$ cat src/hw/rtl/fema_pkg.sv
package fema_pkg;

    localparam int DEF_DATA_WIDTH = 32;
    localparam int DEF_FRAC_BITS = 16;
    localparam int DEF_COUNT_WIDTH = 20;

    localparam int SUM_W = 64;
    localparam int QUEUE_DEPTH = 2;
    localparam int CORDIC_STEPS = 24;
    localparam int NORM_BIT = 29;

    localparam logic [2:0] MODE_MSE   = 3'd0;
    localparam logic [2:0] MODE_RMSE  = 3'd1;
    localparam logic [2:0] MODE_MAE   = 3'd2;
    localparam logic [2:0] MODE_SMAPE = 3'd3;
    localparam logic [2:0] MODE_MAPE  = 3'd4;
    localparam logic [2:0] MODE_MAAPE = 3'd5;
    localparam logic [2:0] MODE_MASE  = 3'd6;

    localparam logic [63:0] ALL64 = 64'hFFFF_FFFF_FFFF_FFFF;
    localparam logic [63:0] PCT_LIMIT = 64'd184467440737095516;
    localparam logic [63:0] PI_HALF_Q30 = 64'd1686629713;

    typedef struct packed {
        logic [2:0]  mode;
        logic        last;
        logic        both_zero;
        logic [63:0] d;
        logic [63:0] av;
        logic [63:0] den;
        logic [63:0] nd;
    } fema_item_t;

    function automatic logic signed [32:0] atan_q30(input logic [4:0] i);
        logic signed [32:0] v;
        case (i)
            5'd0:  v = 33'sd843314857;
            5'd1:  v = 33'sd497837829;
            5'd2:  v = 33'sd263043837;
            5'd3:  v = 33'sd133525159;
            5'd4:  v = 33'sd67021687;
            5'd5:  v = 33'sd33543516;
            5'd6:  v = 33'sd16775851;
            5'd7:  v = 33'sd8388437;
            5'd8:  v = 33'sd4194283;
            5'd9:  v = 33'sd2097149;
            5'd10: v = 33'sd1048576;
            5'd11: v = 33'sd524288;
            5'd12: v = 33'sd262144;
            5'd13: v = 33'sd131072;
            5'd14: v = 33'sd65536;
            5'd15: v = 33'sd32768;
            5'd16: v = 33'sd16384;
            5'd17: v = 33'sd8192;
            5'd18: v = 33'sd4096;
            5'd19: v = 33'sd2048;
            5'd20: v = 33'sd1024;
            5'd21: v = 33'sd512;
            5'd22: v = 33'sd256;
            5'd23: v = 33'sd128;
            default: v = 33'sd0;
        endcase
        return v;
    endfunction

endpackage

$ cat src/hw/rtl/fema_queue.sv
module fema_queue (
    input  logic                 aclk,
    input  logic                 aresetn,
    input  logic                 push,
    input  fema_pkg::fema_item_t push_item,
    output logic                 full,
    input  logic                 pop,
    output logic                 not_empty,
    output fema_pkg::fema_item_t head_item
);
    import fema_pkg::*;

    localparam int PTR_W = (QUEUE_DEPTH > 1) ? $clog2(QUEUE_DEPTH) : 1;
    localparam int CNT_W = $clog2(QUEUE_DEPTH + 1);

    fema_item_t mem_reg [QUEUE_DEPTH];
    logic [PTR_W-1:0] wptr_reg, rptr_reg;
    logic [CNT_W-1:0] cnt_reg;
    logic do_push, do_pop;

    assign full = (cnt_reg == CNT_W'(QUEUE_DEPTH));
    assign not_empty = (cnt_reg != '0);
    assign do_push = push && !full;
    assign do_pop = pop && not_empty;
    assign head_item = mem_reg[rptr_reg];

    always_ff @(posedge aclk) begin
        if (!aresetn) begin
            wptr_reg <= '0;
            rptr_reg <= '0;
            cnt_reg <= '0;
        end else begin
            if (do_push) begin
                mem_reg[wptr_reg] <= push_item;
                wptr_reg <= (wptr_reg == PTR_W'(QUEUE_DEPTH - 1)) ? '0 : wptr_reg + 1'b1;
            end
            if (do_pop) begin
                rptr_reg <= (rptr_reg == PTR_W'(QUEUE_DEPTH - 1)) ? '0 : rptr_reg + 1'b1;
            end
            if (do_push && !do_pop) begin
                cnt_reg <= cnt_reg + 1'b1;
            end else if (do_pop && !do_push) begin
                cnt_reg <= cnt_reg - 1'b1;
            end
        end
    end

endmodule

$ cat config.mk
export PLATFORM = sky130hd
export DESIGN_NAME = fema_queue
export DESIGN_NICKNAME = d
export VERILOG_FILES = /design/src/hw/rtl/fema_pkg.sv /design/src/hw/rtl/fema_queue.sv
export SDC_FILE = /design/constraint.sdc
export NUM_CORES = 1
export LEC_CHECK = 0
export BUFFER_PORTS_ARGS = -buffer_cell sky130_fd_sc_hd__buf_2
export CAP_MARGIN = 20
export CELL_PAD_IN_SITES_DETAIL_PLACEMENT = 1
export CELL_PAD_IN_SITES_GLOBAL_PLACEMENT = 1
export CORE_ASPECT_RATIO = 0.9
export CORE_MARGIN = 2
export CORE_UTILIZATION = 44
export CTS_CLUSTER_SIZE = 10
export DETAILED_ROUTE_END_ITERATION = 12
export PLACE_DENSITY_LB_ADDON = 0.1
export SLEW_MARGIN = 10
export SYNTH_ARGS = -nofsm -noshare
export SYNTH_HDL_FRONTEND = slang
export SYNTH_SLANG_ARGS = --single-unit
export TNS_END_PERCENT = 100
$ cat constraint.sdc
create_clock -name aclk -period 46.8 [get_ports aclk]
set_input_delay 7.02 -clock aclk [delete_from_list [all_inputs] [get_ports aclk]]
set_output_delay 7.02 -clock aclk [all_outputs]
set_load 0.05 [all_outputs]
Word-level counts from Yosys, hierarchy flattened
Memory sizes are Yosys's and may differ from the RTL's. A register that Yosys moved wholly into a read port is not among the register bits.
Cells that the tools add are included.
Word-level totals
  output and inout bits: 263
  bits in writable memories: 522
  bits of input ports: 265
  memories kept: 1
  register bits: 4
  word-level logic and storage cells: 27
Cells by class
  muxes and demuxes: 9
  reduce and logical (&&, ||, !) cells: 9
  equality and inequality tests: 1
  add/subtract/negate cells: 4
Memory list
  mem_reg: depth 2, bits a word 261, rd ports 1, clocked after memory_dff 1, wr ports 1, line fema_queue.sv:16  | fema_item_t mem_reg [QUEUE_DEPTH];
Operators with widths (count)
  1-bit two-way mux: 7
  1-bit logical AND: 4
  2-bit two-way mux: 2
  2-bit nonzero test: 2
  1-bit zero test: 3
  1-bit adder, second input constant: 2
  2-bit by 1-bit adder with 2-bit output, second input constant: 1
  2-bit equality test, second input constant: 1
  2-bit by 1-bit subtractor with 2-bit output, second input constant: 1

Logic depth before layout (Yosys ltp)
  word-level depth: 7
  mapped depth: 6
  mapped depth without buffers: 6

Least setup slack after synthesis
OpenSTA, ideal clock, no wires.
  kind: input -> register
  start point: input port push
  end point: memory mem_reg[0][0] (netlist bit), enable pin
  buffers on the path: 0
  stages on the path: 2
  library setup time: 1613 ps
  data required time: 45187 ps
  setup slack: 11565 ps
  arrival time: 33621 ps
  cell sequence: inv_1 nor4b_1
On the way
  word-level cells in the longest chain between the ends: 4
Ends and longest elaborated chain
  from (decl): line fema_queue.sv:4  | input logic push,
  1-bit logical AND: line fema_queue.sv:23  | assign do_push = push && !full;
  1-bit two-way mux: line fema_queue.sv:33  | if (do_push) begin
  1-bit two-way mux: line fema_queue.sv:28  | if (!aresetn) begin
  1-bit two-way mux (implied by the code): line fema_queue.sv:34  | mem_reg[wptr_reg] <= push_item;
  to (decl): line fema_queue.sv:16
Every way passes these cells.

==> impl_metrics.tcl <==
set metrics [dict create \
    yosysTopAreaCell "edfxtp_1" \
    critical_path_required_ns 39.78 \
    synth_cell_type_count 19 \
    drt_iter0_drc 517 \
    cts_made_buffers 59 \
    clkSinkCount 527 \
    critPathCaptureType "output port" \
    seq_area_um2 15800 \
    fin_skew_ns 0.0155 \
    synthMostInstantiatedCell "edfxtp_1" \
    first_pass_iters 4 \
    crit_path_start_kind "flop" \
    cpPeakStageDelay_ns 0.82 \
    pre_cts_slack_ns 36.31 \
    tns_ns 0 \
    synth_seq_cells 527 \
    synth_edf_count 522 \
    async_reset_ff_frac 0 \
    clk_pin_slew_ns 0.05 \
    layout_min_cycle_time_ns 10.67 \
    grt_max_degree 181 \
    rows 72 \
    wirelength_um 48300 \
    syn_area_um2 19100 \
    rsz0062_at_grt "false" \
    post_cts_resized 0 \
    crit_type "reg -> out" \
    ys_warn_count 0 \
    io_buffers 527 \
    syn-instance-count 837 \
    seq_area_frac_synth 0.825 \
    cts.htree.levels 2 \
    clock-root-buffer "clkbuf_16" \
    synthAdderAreaFrac 0.000654 \
    yosys-top-cells-count "edfxtp_1, mux2_2, buf_6" \
    drc 0 \
    place_congestion 0.836 \
    drv_cap 0 \
    finalSetupViolCount 0 \
    ios 528 \
    dieHeight_um 202 \
    wl_per_cell_um 24.2 \
    synth_area_leaders "edfxtp_1, mux2_2, buf_6, dfxtp_1, buf_2" \
    largest_register_ffs 522 \
    worst_ep_arrival_time_ns 3.65 \
    fmax_mhz 93.7 \
    cp_max_fo 163 \
    slew_headroom 0.249 \
    synth.mux.area_fraction 0.154 \
    drive_gt1_frac 0.607 \
    post-route-cell-area_um2 23900 \
    worstHoldPathType "reg -> reg" \
    grtUsageTotal 0.208 \
    instances_no_fill 1995 \
    postCtsSetupRepairBufs 0 \
    ys.flop_type "edfxtp_1" \
    synth-compound-area-share 0.00157 \
    multi_input_comb_area_um2 3080 \
    fin_crit_sh 0.228 \
    status "finished, final reports clean" \
    grt_pass1_wl_um 68300 \
    worst_hold_slack_ns 0.535 \
    hold_violations 0 \
    clockBufferDepth 3 \
    grt_overflow 0 \
    avgViaCountPerCell 4.99 \
    cts_hold_buf 0 \
    grt_pass1_vias 10600 \
    synth_area_per_cell_um2 22.9 \
    cellPowerDensity_nw_per_um2 59.3 \
    dieWidth_um 224 \
    dr_total_vias 9960 \
    synth_top_family_by_area "multiplexers" \
    start_util 0.445 \
    finalNetCount 1670 \
    placed_cells 1898 \
    num-fill-cells 3947 \
    p_leak_nw 8.73 \
    max_slew.worst_pin.slew_ns 1.13 \
    tritoncts "built" \
    coreArea_um2 43000 \
    drtAntennaViolNets 0 \
    irDropWorstVdd_mv 0.0439 \
    die_area_um2 45200 \
    antenna_found_initial 28 \
    cpMaxStageDelayCell "buf_4" \
    slew_viol_final 0 \
    synthSimpleGateAreaFrac 0.00340 \
    place_area_um2 22300 \
    synth_xor_area_frac 0.00137 \
    crit_chain "buf_12 > buf_4 > mux2_2 > buf_2" \
    netlist.area_leader.share 0.819 \
    worstSkewPairLatency_ns 0.59 \
    setup_slack_ns 36.13 \
    syn_to_final_growth_pct 25.1 \
    post-dp-hpwl_um 33300 \
    syn_nets 1103 \
]
## cells in the final DEF (no fill, tap or decap), types with 3 or more instances in the layout
master,instances
clkbuf_1,17
buf_2,527
diode_2,18
clkbuf_16,61
and2_1,3
edfxtp_1,522
buf_4,6
mux2_2,261
dfxtp_1,4
## report_power, final
group | leakage, nW | internal [W] | switching, W
logic | 3.13 | 0.000120 | 0.000326
clock network | 0.776 | 0.000232 | 0.000166
registers | 4.82 | 0.000562 | 0.0000130
## layout make-up
type,instances,share of cell area
Tap cell,555,0.0290
Inverter,1,0.000157
Clock buffer,78,0.0665
Sequential cell,527,0.659
Clock inverter,1,0.000366
Multi-Input combinational cell,280,0.129
Timing Repair Buffer,535,0.114
Antenna cell,18,0.00188
## layer usage
| metal | wire length, um | vias up | GRT usage |
|---|---|---|---|
| met2 | 23300 | 389 | 0.333 |
| met5 | 104 | - | 0 |
| met4 | 1500 | 18 | 0.0879 |
| met3 | 4810 | 87 | 0.0895 |
| li1 | - | 4492 | - |
| met1 | 18600 | 4974 | 0.248 |
## stage by stage
| stage | util | total power [W] |
|---|---|---|
| 2_1_floorplan | - | 0.000963 |
| 3_5_place_dp | 0.519 | 0.00103 |
| 3_3_place_gp | 0.519 | 0.00103 |
| 6_report | 0.557 | 0.00142 |
| 4_1_cts | 0.556 | 0.00144 |
| 5_1_grt | 0.556 | 0.00147 |
## cells by family (layout without fill, tap and decap cells)
family,count (synthesis),count (layout)
simple gates,10,10
flops,527,527
fa+ha+maj,1,1
other cells,0,18
mux,261,261
xor+xnor,3,3
compound gates,5,5
buf+inv,30,615
## worst max-delay path: cells and delay by family, from the launching register on
kind | cells | cell delay (ns)
buffers and inverters | 3 | 1.71
multiplexers | 1 | 0.43
flip-flops | 1 | 0.63
## worst paths after layout
check | depth (start not counted) | slack (ns) | from | endpoint
worst min register to register | 2 | 0.53 | cnt_reg[1]$_SDFFE_PN0P_ | cnt_reg[1]$_SDFFE_PN0P_
worst max-delay path | 4 | 36.13 | flop | head_item[133]
worst max register to register | 5 | 43.03 | cnt_reg[0]$_SDFFE_PN0P_ | mem_reg[1][161]$_DFFE_PP_
worst min-delay path | 2 | 0.53 | cnt_reg[1]$_SDFFE_PN0P_ | cnt_reg[1]$_SDFFE_PN0P_
(Power assumes the default switching activity.)
