### src/hw/rtl/fema_pkg.sv
package fema_pkg;

    localparam int DEF_DATA_WIDTH = 32;
    localparam int DEF_FRAC_BITS = 16;
    localparam int DEF_COUNT_WIDTH = 20;

    localparam int SUM_W = 64;
    localparam int QUEUE_DEPTH = 2;
    localparam int CORDIC_STEPS = 24;
    localparam int NORM_BIT = 29;

    localparam logic [2:0] MODE_MSE   = 3'd0;
    localparam logic [2:0] MODE_RMSE  = 3'd1;
    localparam logic [2:0] MODE_MAE   = 3'd2;
    localparam logic [2:0] MODE_SMAPE = 3'd3;
    localparam logic [2:0] MODE_MAPE  = 3'd4;
    localparam logic [2:0] MODE_MAAPE = 3'd5;
    localparam logic [2:0] MODE_MASE  = 3'd6;

    localparam logic [63:0] ALL64 = 64'hFFFF_FFFF_FFFF_FFFF;
    localparam logic [63:0] PCT_LIMIT = 64'd184467440737095516;
    localparam logic [63:0] PI_HALF_Q30 = 64'd1686629713;

    typedef struct packed {
        logic [2:0]  mode;
        logic        last;
        logic        both_zero;
        logic [63:0] d;
        logic [63:0] av;
        logic [63:0] den;
        logic [63:0] nd;
    } fema_item_t;

    function automatic logic signed [32:0] atan_q30(input logic [4:0] i);
        logic signed [32:0] v;
        case (i)
            5'd0:  v = 33'sd843314857;
            5'd1:  v = 33'sd497837829;
            5'd2:  v = 33'sd263043837;
            5'd3:  v = 33'sd133525159;
            5'd4:  v = 33'sd67021687;
            5'd5:  v = 33'sd33543516;
            5'd6:  v = 33'sd16775851;
            5'd7:  v = 33'sd8388437;
            5'd8:  v = 33'sd4194283;
            5'd9:  v = 33'sd2097149;
            5'd10: v = 33'sd1048576;
            5'd11: v = 33'sd524288;
            5'd12: v = 33'sd262144;
            5'd13: v = 33'sd131072;
            5'd14: v = 33'sd65536;
            5'd15: v = 33'sd32768;
            5'd16: v = 33'sd16384;
            5'd17: v = 33'sd8192;
            5'd18: v = 33'sd4096;
            5'd19: v = 33'sd2048;
            5'd20: v = 33'sd1024;
            5'd21: v = 33'sd512;
            5'd22: v = 33'sd256;
            5'd23: v = 33'sd128;
            default: v = 33'sd0;
        endcase
        return v;
    endfunction

endpackage

### src/hw/rtl/fema_front.sv
module fema_front #(
    parameter int DATA_WIDTH = fema_pkg::DEF_DATA_WIDTH
) (
    input  logic                         aclk,
    input  logic                         aresetn,
    input  logic                         cfg_wr_en,
    input  logic [2:0]                   cfg_wr_data,
    input  logic                         s_valid,
    output logic                         s_ready,
    input  logic signed [DATA_WIDTH-1:0] s_actual_value,
    input  logic signed [DATA_WIDTH-1:0] s_forecast_value,
    input  logic signed [DATA_WIDTH-1:0] s_naive_value,
    input  logic                         s_last_item,
    input  logic                         q_full,
    output logic                         q_push,
    output fema_pkg::fema_item_t         q_item
);
    import fema_pkg::*;

    logic [2:0] mode_reg;
    logic signed [63:0] a, f, n;
    logic [63:0] av, fv, smape_den;

    always_ff @(posedge aclk) begin
        if (!aresetn) begin
            mode_reg <= MODE_MSE;
        end else if (cfg_wr_en) begin
            mode_reg <= cfg_wr_data;
        end
    end

    always_comb begin
        a = 64'(s_actual_value);
        f = 64'(s_forecast_value);
        n = 64'(s_naive_value);
        av = a[63] ? 64'(-a) : 64'(a);
        fv = f[63] ? 64'(-f) : 64'(f);
        smape_den = (av >> 1) + (fv >> 1) + {63'b0, av[0] & fv[0]};
        q_item.mode = mode_reg;
        q_item.last = s_last_item;
        q_item.both_zero = (a == 64'sd0) && (f == 64'sd0);
        q_item.d = (a >= f) ? 64'(a - f) : 64'(f - a);
        q_item.av = av;
        q_item.den = (mode_reg == MODE_SMAPE) ? smape_den : av;
        q_item.nd = (a >= n) ? 64'(a - n) : 64'(n - a);
    end

    assign s_ready = !q_full;
    assign q_push = s_valid && !q_full;

endmodule

### config.mk
export PLATFORM = sky130hd
export DESIGN_NAME = fema_front
export DESIGN_NICKNAME = d
export VERILOG_FILES = /design/src/hw/rtl/fema_pkg.sv /design/src/hw/rtl/fema_front.sv
export SDC_FILE = /design/constraint.sdc
export NUM_CORES = 1
export LEC_CHECK = 0
export BUFFER_PORTS_ARGS = -buffer_cell sky130_fd_sc_hd__buf_4
export CORE_ASPECT_RATIO = 0.8
export CORE_UTILIZATION = 40
export CTS_BUF_LIST = sky130_fd_sc_hd__clkbuf_4 sky130_fd_sc_hd__clkbuf_8
export DETAILED_ROUTE_END_ITERATION = 8
export PLACE_DENSITY = 0.66
export SYNTH_ARGS = -nofsm -noshare
export SYNTH_HDL_FRONTEND = slang
export SYNTH_SLANG_ARGS = --single-unit
### constraint.sdc
create_clock -name aclk -period 6.3 [get_ports aclk]
set_clock_uncertainty 0.15 [all_clocks]
set_input_delay 0.63 -clock aclk [delete_from_list [all_inputs] [get_ports aclk]]
set_output_delay 0.63 -clock aclk [all_outputs]
set_load 0.05 [all_outputs]
# After elaboration in Yosys (flattened, before gate mapping)
# Index checks and enable logic that the tools add are counted.
# word_totals
ff_bits	3
input_bits	105
output_inout_bits	263
wordCells	23
# classes
addsub	8
n_lt_le_gt_ge	2
n_eq_ne	1
mux	5
n_bitwise	1
reduce_logical	5
# op_table
op	n
$mux 64	5
$sub 32x32->33	4
$logic_not 64->1	2
$neg 32->64	2
$add 63x63->64	1
$add 64x1->64	1
$ge 32x32->1	2
$eq 3x2->1 const B	1
$logic_and 1x1->1	2
$and 1x1->1	1
$logic_not 1->1	1

# Depth between registers and ports, before layout
# depth
depth_word	5
ltp_mapped	21
mapped_depth_nobuf	21

# Worst setup path after synthesis
# OpenSTA, ideal clock, no wires.
# synth_path
path_kind	input to output
startpoint	input port s_actual_value[6]
endpoint	output port q_item[225] (netlist name)
arrival_time_ps	6698
t_required_ps	5520
path_slack_ps	-1178
cell_stages	18
path_buffers	4
cell_sequence	inv_1 ha_1 clkbuf_1 a21o_1 a21oi_1 nand3b_1 o21ai_0 a31oi_1 a22o_1 a31oi_1 o21ba_2 o311ai_1 clkbuf_1 buf_1 a21oi_1 nand2b_1 o21ai_0 buf_4
# synth_rtl
element	line	text
from (decl)	fema_front.sv:10	input logic signed [DATA_WIDTH-1:0] s_actual_value,
to (decl)	fema_front.sv:16	output fema_pkg::fema_item_t q_item

==> results_dict.tcl <==
set metrics [dict create \
    ys_types 90 \
    root_buffer "clkbuf_8" \
    synth_edf_count 0 \
    ys_top_cells_by_area "ha_1, xnor2_1, a21oi_1" \
    crit_type "in2out" \
    crit_required_ns 5.52 \
    p_seq_frac 0.006 \
    rrSetupSlack_ns 5.39 \
    reg2reg_from "mode_reg[2]" \
    ys_top_cells_by_count "a21oi_1, ha_1, inv_1" \
    power.switching_mw 2.27 \
    syn2layout_area_growth_pct 19.6 \
    ys_seq_area_frac 0.00444 \
    via_per_inst 5.74 \
    endpoint_kind "output pin" \
    antenna_found_initial 1 \
    clockBufferDepth 2 \
    cts_buffers 3 \
    rsz0062_at_grt "no" \
    clock_sinks 3 \
    ff2ff_path_depth 2 \
    drt_iter0_markers 1668 \
    grt_max_degree 48 \
    grt_pass1_wl_um 79300 \
    synth_top_area_cell "ha_1" \
    stdcell_count 2714 \
    fin_area_um2 16200 \
    path_common_cell "buf_4" \
    synthArstFlopShare 0 \
    powerDensity_nw_per_um2 210 \
    grtUsageTotal 0.285 \
    postCtsHoldBufs 0 \
    largest_reg_flops 3 \
    p_int_mw 1.12 \
    critPathArrivalTime_ns 5.26 \
    swShare 0.670 \
    synth_most_common_cell "a21oi_1" \
    rr_endpoint "mode_reg[2]" \
    die-area_um2 34600 \
    failed_checks "max-slew violations" \
    drt_drc_violations_left 0 \
    drtPass1Iterations 5 \
    cp-start-kind "primary input" \
    place_area_um2 16100 \
    clock_latency_ns 0.22 \
    synth-seq-cells 3 \
    synthFlopType "dfxtp_1" \
    finalWirelength_um 52200 \
    dp_hpwl_um 44800 \
    finalSetupViolCount 0 \
    max_freq_mhz 166 \
    portBuffers 301 \
    ioPinCount 368 \
    nNetsFinal 2588 \
    syn_area_um2 13500 \
    hold-path-endpoint "mode_reg[0]" \
    wl_per_cell_um 19.2 \
    vias 15600 \
    yosysTopAreaCellShare 0.175 \
    clkTransAtPathRegs_ns 0.03 \
    status "finished with violations" \
    antenna_cells 0 \
    dieWidth_um 208 \
    cpLargestDelayFamily "compound AO/OA/AOI/OAI gates" \
    row_count 59 \
    synth_warnings 0 \
    cp_cell_sequence "buf_4 -> clkinvlp_4 -> ha_1 -> nor2b_1 -> o21ai_0 -> a21boi_0 -> or4_1 -> a31o_2 -> a21o_1 -> a2111oi_2 -> or2_2 -> mux2_2 -> a221oi_1 -> o21ai_1 -> a2bb2oi_2 -> xnor2_2 -> buf_12 -> buf_4" \
    core_um2 32900 \
    synth_area_per_cell_um2 6.69 \
    drv_cap 0 \
    worst-path-buf-inv 4 \
    crit_path_max_incr_delay_ns 0.44 \
    drive_gt1_frac 0.185 \
    hold_start "mode_reg[0]" \
    gp_congestion 1.03 \
    finalHoldViolations 0 \
    min_path_type "reg2reg" \
    synth_cells 2021 \
    power.share.clock 0.018 \
    critical_path.slowest_cell "or4_1" \
    gr-total-overflow 0 \
    cts_tree "yes" \
    initial_core_util 0.411 \
    slew_violations 1 \
    ant_nets 0 \
    worst_pin_slew_ns 1.60 \
    finalCritPeriodShare 0.958 \
    grt_pass1_vias 14100 \
    crit_fanout 32 \
    setup_tns_ns 0 \
    ir_drop_mv 0.250 \
    post-route-min-period_ns 6.04 \
    slew_headroom -0.0658 \
    die_h_um 166 \
    combinationalPowerShare 0.976 \
    p_leak_nw 8.12 \
    cts-htree-levels 1 \
    min_path_cells 2 \
    post_cts_buffers 0 \
    dpl.cell_count 2710 \
]
==> metrics by stage <==
step	util	power (mW)	setup slack (ns)	hold WS, ns
after detailed placement	0.489	3.25	0.140	0.399
final	0.491	3.39	0.262	0.406
after global placement	0.489	3.24	0.228	0.391
after floorplan	-	2.52	0.0928	0.604
after CTS	0.490	3.32	0.108	0.409
after global routing	0.491	3.58	0.0168	0.426
==> layer usage <==
| layer | wire length, µm | GRT usage | part of all wire | up-vias |
|---|---|---|---|---|
| li1 | - | - | - | 7576 |
| met1 | 24400 | 0.415 | 0.47 | 7147 |
| met2 | 21600 | 0.427 | 0.41 | 796 |
| met3 | 5200 | 0.0585 | 0.10 | 66 |
| met4 | 1050 | 0.0610 | 0.020 | 2 |
| met5 | 17 | 0 | 0.00033 | - |
==> worst min-delay path, cell delays in order (launching register included) <==
cell,delay [ns]
dfxtp_1,0.34
mux2i_1,0.08
nor2b_1,0.09
==> worst max-delay path by stage <==
stage	startpoint	endpoint	slack [ns]	cells past startpoint
after floorplan	s_actual_value[1]	q_item[93]	0.09	19
after global placement	s_actual_value[1]	q_item[32]	0.23	18
after detailed placement	s_actual_value[1]	q_item[36]	0.14	18
after CTS	s_actual_value[1]	q_item[36]	0.11	18
after global routing	s_actual_value[1]	q_item[53]	0.02	18
final	s_actual_value[1]	q_item[36]	0.26	18
==> repair_timing <==
item	in CTS	in global routing
endpoints found under the hold margin	0	0
resized for setup	0	6
endpoints found under the setup margin	0	38
==> layout by cell type (no fill, tap or decap), types with 15 or more instances in the layout <==
master	synthesis	layout
a21o_1	107	107
a21oi_1	222	221
a31oi_1	27	27
and2_1	18	18
and3_1	16	16
buf_4	96	350
conb_1	1	96
ha_1	189	189
inv_1	165	164
mux2i_1	25	25
nand2_1	121	121
nand2b_1	25	25
nand3_1	33	33
nand4_1	40	40
nor2_1	158	156
nor2b_1	28	28
nor3_1	36	36
o211ai_1	19	19
o21ai_0	135	132
o21bai_1	43	43
o31ai_1	19	18
o41ai_1	15	15
xnor2_1	140	134
xor2_1	45	45
==> kinds of logic after synthesis <==
| kind of cell | Yosys count | synth area share |
|---|---|---|
| muxes | 30 | 0.0227 |
| other | 1 | 0.000277 |
| buffers and inverters | 350 | 0.125 |
| DFF | 3 | 0.00444 |
| and+or+nand+nor | 538 | 0.198 |
| adders and majority gates | 196 | 0.184 |
| xor gates and xnor gates | 185 | 0.120 |
| AOI/OAI and AO/OA | 718 | 0.346 |
==> final cells by class <==
cell class | count | area (µm²)
Multi-Input combinational cell | 1763 | 12200
Sequential cell | 3 | 60.1
Clock buffer | 4 | 48.8
Timing Repair Buffer | 352 | 2670
Tap cell | 427 | 534
Fill cell | 3349 | 16800
Inverter | 165 | 623
==> power by group through the flow <==
stage | Clock [mW] | Sequential [mW] | Combinational, mW
floorplan | 0 | 0.0252 | 2.49
global placement | 0 | 0.0216 | 3.22
detailed placement | 0 | 0.0217 | 3.22
CTS | 0.0624 | 0.0215 | 3.24
global route | 0.0646 | 0.0216 | 3.49
finish | 0.0611 | 0.0215 | 3.31
(Power assumes the default switching activity.)
